### src/hdl/egm_pkg.sv
`default_nettype none
package egm_pkg;

  localparam int PIX_W = 8;
  localparam int CFG_W = 13;
  localparam int WREG_W = 11;
  localparam int HREG_W = 13;
  localparam int ACC_W = 11;
  localparam int SQ_W = 20;
  localparam int SUM_W = 21;
  localparam logic [SUM_W-1:0] SAT_LIMIT = 21'd65280;
  localparam logic [PIX_W-1:0] PIX_MAX = 8'd255;

  // Register indexes on the configuration port.
  localparam logic REG_WIDTH = 1'b0;
  localparam logic REG_HEIGHT = 1'b1;

  // Commands from the sequencer to the datapath.
  typedef struct packed {
    logic       take_pixel;
    logic       count_item;
    logic       clr_acc;
    logic       rd_en;
    logic [3:0] tap;
    logic       square;
    logic       sum;
    logic       root_step;
    logic [2:0] root_bit;
    logic       round;
    logic       load_out;
  } egm_cmd_t;

  // Status from the datapath to the sequencer.
  typedef struct packed {
    logic all_in;
    logic emit_ok;
    logic out_free;
  } egm_stat_t;

  // Row offset of a window tap, taps numbered in raster order 0..8.
  function automatic logic signed [1:0] tap_dr(input logic [3:0] k);
    logic signed [1:0] r;
    begin
      if (k < 4'd3) r = -2'sd1;
      else if (k < 4'd6) r = 2'sd0;
      else r = 2'sd1;
      return r;
    end
  endfunction

  // Column offset of a window tap.
  function automatic logic signed [1:0] tap_dc(input logic [3:0] k);
    logic signed [1:0] r;
    begin
      if (k == 4'd0 || k == 4'd3 || k == 4'd6) r = -2'sd1;
      else if (k == 4'd1 || k == 4'd4 || k == 4'd7) r = 2'sd0;
      else r = 2'sd1;
      return r;
    end
  endfunction

endpackage
`default_nettype wire

### src/hdl/egm_ctrl.sv
`default_nettype none
module egm_ctrl
  import egm_pkg::*;
(
  input  wire logic      clk,
  input  wire logic      rst,
  input  wire logic      s_tvalid,
  input  wire logic      s_tuser,
  output logic           s_tready,
  input  wire egm_stat_t stat,
  output egm_cmd_t       cmd
);

  typedef enum logic [2:0] {
    IDLE, READ, ACC, SQR, SUM, ROOT, RND, DONE
  } state_t;

  state_t     state;
  state_t     state_next;
  logic [3:0] tap;
  logic [2:0] bit_idx;

  assign s_tready = (state == IDLE);

  // Command decode and next state.
  always_comb begin
    cmd = '0;
    state_next = state;
    cmd.tap = tap;
    cmd.root_bit = bit_idx;
    unique case (state)
      IDLE: begin
        if (s_tvalid && !(s_tuser && !stat.all_in)) begin
          cmd.take_pixel = !s_tuser && !stat.all_in;
          cmd.count_item = 1'b1;
          if (stat.emit_ok) begin
            cmd.clr_acc = 1'b1;
            state_next = READ;
          end
        end
      end
      READ: begin
        cmd.rd_en = 1'b1;
        if (tap == 4'd8) state_next = ACC;
      end
      ACC: state_next = SQR;
      SQR: begin
        cmd.square = 1'b1;
        state_next = SUM;
      end
      SUM: begin
        cmd.sum = 1'b1;
        state_next = ROOT;
      end
      ROOT: begin
        cmd.root_step = 1'b1;
        if (bit_idx == 3'd0) state_next = RND;
      end
      RND: begin
        cmd.round = 1'b1;
        state_next = DONE;
      end
      DONE: begin
        if (stat.out_free) begin
          cmd.load_out = 1'b1;
          state_next = IDLE;
        end
      end
      default: state_next = IDLE;
    endcase
  end

  // State, tap counter and root bit counter.
  always_ff @(posedge clk) begin
    if (rst) begin
      state <= IDLE;
      tap <= '0;
      bit_idx <= 3'd7;
    end else begin
      state <= state_next;
      if (state == READ) tap <= tap + 4'd1;
      else tap <= '0;
      if (state == ROOT) bit_idx <= bit_idx - 3'd1;
      else bit_idx <= 3'd7;
    end
  end

  a_ready_idle: assert property (@(posedge clk) disable iff (rst)
    (state == READ) |-> !s_tready) else $error("ready while busy");
  a_read_len: assert property (@(posedge clk) disable iff (rst)
    (state == ACC) |-> ($past(state) == READ && $past(tap) == 4'd8))
    else $error("window read cut short");
  a_root_len: assert property (@(posedge clk) disable iff (rst)
    (state == RND) |-> ($past(bit_idx) == 3'd0)) else $error("root steps short");

endmodule
`default_nettype wire

### config.mk
export PLATFORM = sky130hd
export DESIGN_NAME = egm_ctrl
export DESIGN_NICKNAME = d
export VERILOG_FILES = /design/src/hdl/egm_pkg.sv /design/src/hdl/egm_ctrl.sv
export SDC_FILE = /design/constraint.sdc
export NUM_CORES = 1
export LEC_CHECK = 0
export ABC_CLOCK_PERIOD_IN_PS = 1500
export BUFFER_PORTS_ARGS = -buffer_cell sky130_fd_sc_hd__buf_4
export CAP_MARGIN = 10
export CORE_MARGIN = 5
export CORE_UTILIZATION = 46
export CTS_BUF_LIST = sky130_fd_sc_hd__clkbuf_16
export DETAILED_ROUTE_END_ITERATION = 10
export GPL_TIMING_DRIVEN = 0
export PLACE_DENSITY_LB_ADDON = 0.25
export SETUP_SLACK_MARGIN = 0.2
export SYNTH_ARGS = -nofsm -noshare
export SYNTH_HDL_FRONTEND = slang
export SYNTH_SLANG_ARGS = --single-unit
### constraint.sdc
create_clock -name clk -period 1.5 [get_ports clk]
set_input_delay 0.075 -clock clk [delete_from_list [all_inputs] [get_ports clk]]
set_output_delay 0.075 -clock clk [all_outputs]
set_load 0.03 [all_outputs]
Yosys cells after proc, flatten, opt, wreduce, memory -nomap -nowiden --
Index checks and enable logic that the tools add are counted.
Word-level totals: output and inout port bits 17, flip-flop bits (word level) 10, input port bits 7, word-level logic and storage cells 47
Operators by class: bitwise logic cells 2, equal/unequal tests 13, add/sub/neg operators 2, multiplexer cells 16, reduce and logical (&&, ||, !) cells 11
Operator list (number):
- $pmux W3 S8 | 1
- $mux W3 | 7
- $eq A3 B3 Y1 const B | 4
- $mux W1 | 8
- $eq A3 B2 Y1 const B | 2
- $logic_not A3 Y1 | 2
- $ne A2 B2 Y1 const B | 3
- $reduce_and A5 Y1 | 1
- $add A4 B1 Y4 const B | 1
- $eq A4 B4 Y1 const B | 1
- $ne A2 B1 Y1 const B | 2
- $reduce_or A2 Y1 | 2
- $eq A3 B1 Y1 const B | 1
- $logic_and A1 B1 Y1 | 3
- $logic_not A1 Y1 | 3
- $sub A3 B1 Y3 const B | 1
- $not A1 Y1 | 2

Depth between registers and ports, before layout --
depth after elaboration 6, mapped depth 7, mapped depth without buffers 7

Worst setup path before layout --
No wires, ideal clock.
path type register -> output, start point reg state[0], end point out cmd[13] in the netlist's numbering, arrival time 1740 ps, cell stages (with the launch flop) 5, setup slack -315 ps, path buffers 0, data required time 1425 ps, cells stage by stage dfxtp_1 > inv_1 > ha_1 > nor2b_2 > nor3b_1
RTL lines:
- from (decl) | line egm_ctrl.sv:18 | state_t state;
- from (signal assigned) | line egm_ctrl.sv:80 | state <= state_next;
- to (decl) | line egm_ctrl.sv:11 | output egm_cmd_t cmd

==> reports/results.tsv <==
metric	value	unit
sequential area share after synthesis	0.327	
Final min period	1.43	ns
Via density	5.00	
Leak	0.472	nW
Initial Utilization	0.477	
Max Cap Viol	0	
WL final	1540	um
chip height	46.5	um
Ys Warns	0	
CP peak stage delay	0.36	ns
Final #Nets	115	
H-tree depth	1	
drt wl/cell	13.5	um
core area	1280	um^2
largest net degree at the start of global routing	10	
Layout Skew	0.00629	ns
first-pass GRT wire length	2440	um
DR iter-0 viols	4	
Worst Tran Pin Value	0.514	ns
area delta synth->final	72.2	%
# DRC	0	
fillers	89	
status	completed	
number of global-route vias before repair	579	
CP Cell Sequence	inv_4 > ha_4 > nor2b_4 > nor3b_4 > buf_6	
DPL Wire Length	1060	um
Final Hold Vio Count	0	
Crit path required time	1.42	ns
Synth cell types	27	
share of layout cells above drive strength 1	0.646	
crit path DAT	1.35	ns
clk slew on worst S/H paths	0.04	ns
first drt pass iteration count	4	
die width	46.5	um
Congestion Overflow GR	0	
Max clock buf depth	2	
worst IR drop on VDD	1.25	mV
final setup vio count	0	
# IOs	24	
Pwr Total	1.77	mW
Global Route Usage Sum	0.166	
PortBufs	23	
most common cell after layout, fill and taps aside	buf_4	
Vias	570	
clock root buffer	clkbuf_16	
ANT cells	0	
final cycle utilization of the critical path	0.951	
final worst setup slack	0.0741	ns
slowest stage cell, crit path	dfxtp_4	
CTS Buf Count	3	
mapped cell area	613	um^2
critical path capture point type	output port	
PwrDens	1680	nW/um^2
Net Count, Synth	83	
Pins Over Slew Limit	0	
crit path kind	flop to output port	
HP Class	input port to flop	
largest area contributor in the netlist	dfxtp_1	
clock tree sinks	10	
row count	13	
leading cell types in the layout, fill and taps excluded	buf_4, inv_1, nand2_1, nor2_1, buf_6	
GP Congestion	0.715	
Synth Register Bits	10	
crit start category	flop	
cells after synthesis	68	
post-synthesis area per instance	9.02	um^2
Routed Antenna Nets	0	
crit path max fanout	4	
initial antenna violation count	0	
Max Freq	701	MHz
Max-slew headroom	0.657	
RSZ-0062 raised after global routing	true	
Placement Setup Slack	0.0636	ns
CTS tree	yes	
Setup TNS Final	0	ns
top-area cell type share of the netlist area	0.327	
Worst-Skew Late Latency	0.24	ns
dominant cells by area after synthesis	dfxtp_1, ha_1, inv_1, nor2b_1, and2_2	
die area	2160	um^2
[per-layer routing]
layer	up-vias	global-route usage	share of wire
met2	21	0.297	0.54
met5	-	0	0
li1	285	-	-
met1	260	0.156	0.38
met3	4	0.0703	0.071
met4	0	0.0909	0.012
[layout make-up]
type,instances,area [um^2],share of cell area
Tap cell,15,18.8,0.0178
Timing Repair Buffer,27,221,0.210
Clock buffer,3,75.1,0.0711
Sequential cell,10,218,0.206
Multi-Input combinational cell,50,484,0.459
Clock inverter,1,3.75,0.00355
Inverter,8,35.0,0.0332
[worst paths after layout]
path | from | end | slack, ns | cells past startpoint
max | state[1]$_SDFFE_PP0P_ | cmd[13] | 0.07 | 5
min | rst | state[0]$_SDFFE_PP0P_ | 0.02 | 2
max reg2reg | state[0]$_SDFFE_PP0P_ | state[1]$_SDFFE_PP0P_ | 0.08 | 5
min reg2reg | bit_idx[0]$_SDFF_PP1_ | bit_idx[0]$_SDFF_PP1_ | 0.41 | 1
[stage by stage]
stage	area [um^2]	hold slack (ns)	instances	util
floorplan	677	0.132	68	-
global placement	868	0.274	106	0.676
detailed placement	868	0.271	106	0.676
CTS	1030	0.0216	113	0.802
global route	1060	0.0337	114	0.822
finish	1060	0.0232	114	0.822
[critical path, delay by kind of cell, from the launching register on]
family / cells / cell delay [ns]
adders and majority gates: 1 / 0.13
and+or+nand+nor: 2 / 0.40
DFF: 1 / 0.36
buffers and inverters: 2 / 0.23
[cells in the mapped netlist]
| cell | number |
|---|---|
| and2_2 | 3 |
| a211oi_2 | 1 |
| o21ai_2 | 1 |
| and2b_2 | 1 |
| nor2b_1 | 4 |
| xnor2_1 | 1 |
| inv_1 | 8 |
| nor3_1 | 2 |
| and3_2 | 1 |
| mux2i_1 | 1 |
| o21ai_1 | 1 |
| nor3b_1 | 1 |
| nor2_1 | 6 |
| nor2b_4 | 1 |
| and3_4 | 1 |
| o21ai_4 | 1 |
| ha_1 | 8 |
| o31a_2 | 1 |
| a21oi_1 | 1 |
| o211ai_1 | 1 |
| dfxtp_1 | 10 |
| nor2b_2 | 1 |
| xor2_1 | 1 |
| nand2b_1 | 3 |
| nand2_1 | 6 |
| nand3_1 | 1 |
| a31oi_1 | 1 |
[sequential cells by signal, summed over array words and instances (netlist names)]
register and cells:
tap 4, bit_idx 3, state 3
[power breakdown]
part	total, mW	leakage, nW	internal [mW]	switching [mW]
combinational	0.929	0.346	0.456	0.473
sequential	0.376	0.0832	0.314	0.0623
clock	0.470	0.0423	0.349	0.121
total	1.77	0.472	1.12	0.657
[what timing repair did]
| item | 4_1_cts | 5_1_grt |
|---|---|---|
| pin swaps | 7 | 4 |
| hold buffers | 0 | 0 |
| endpoints found under the setup margin | 9 | 11 |
| buffers inserted | 3 | 1 |
| gates resized for setup | 14 | 4 |
[kinds of logic (layout without fill, tap and decap cells)]
logic type | after synthesis | count (layout) | synth area share
AND/OR/NAND/NOR | 31 | 31 | 0.300
flip-flops | 10 | 10 | 0.327
adder cells (fa/ha/maj) | 8 | 8 | 0.163
AO/OA/AOI/OAI | 8 | 8 | 0.116
buffers and inverters | 8 | 39 | 0.0490
XOR/XNOR | 2 | 2 | 0.0286
multiplexers | 1 | 1 | 0.0163
Note: power is estimated with default switching activity, not from simulation.
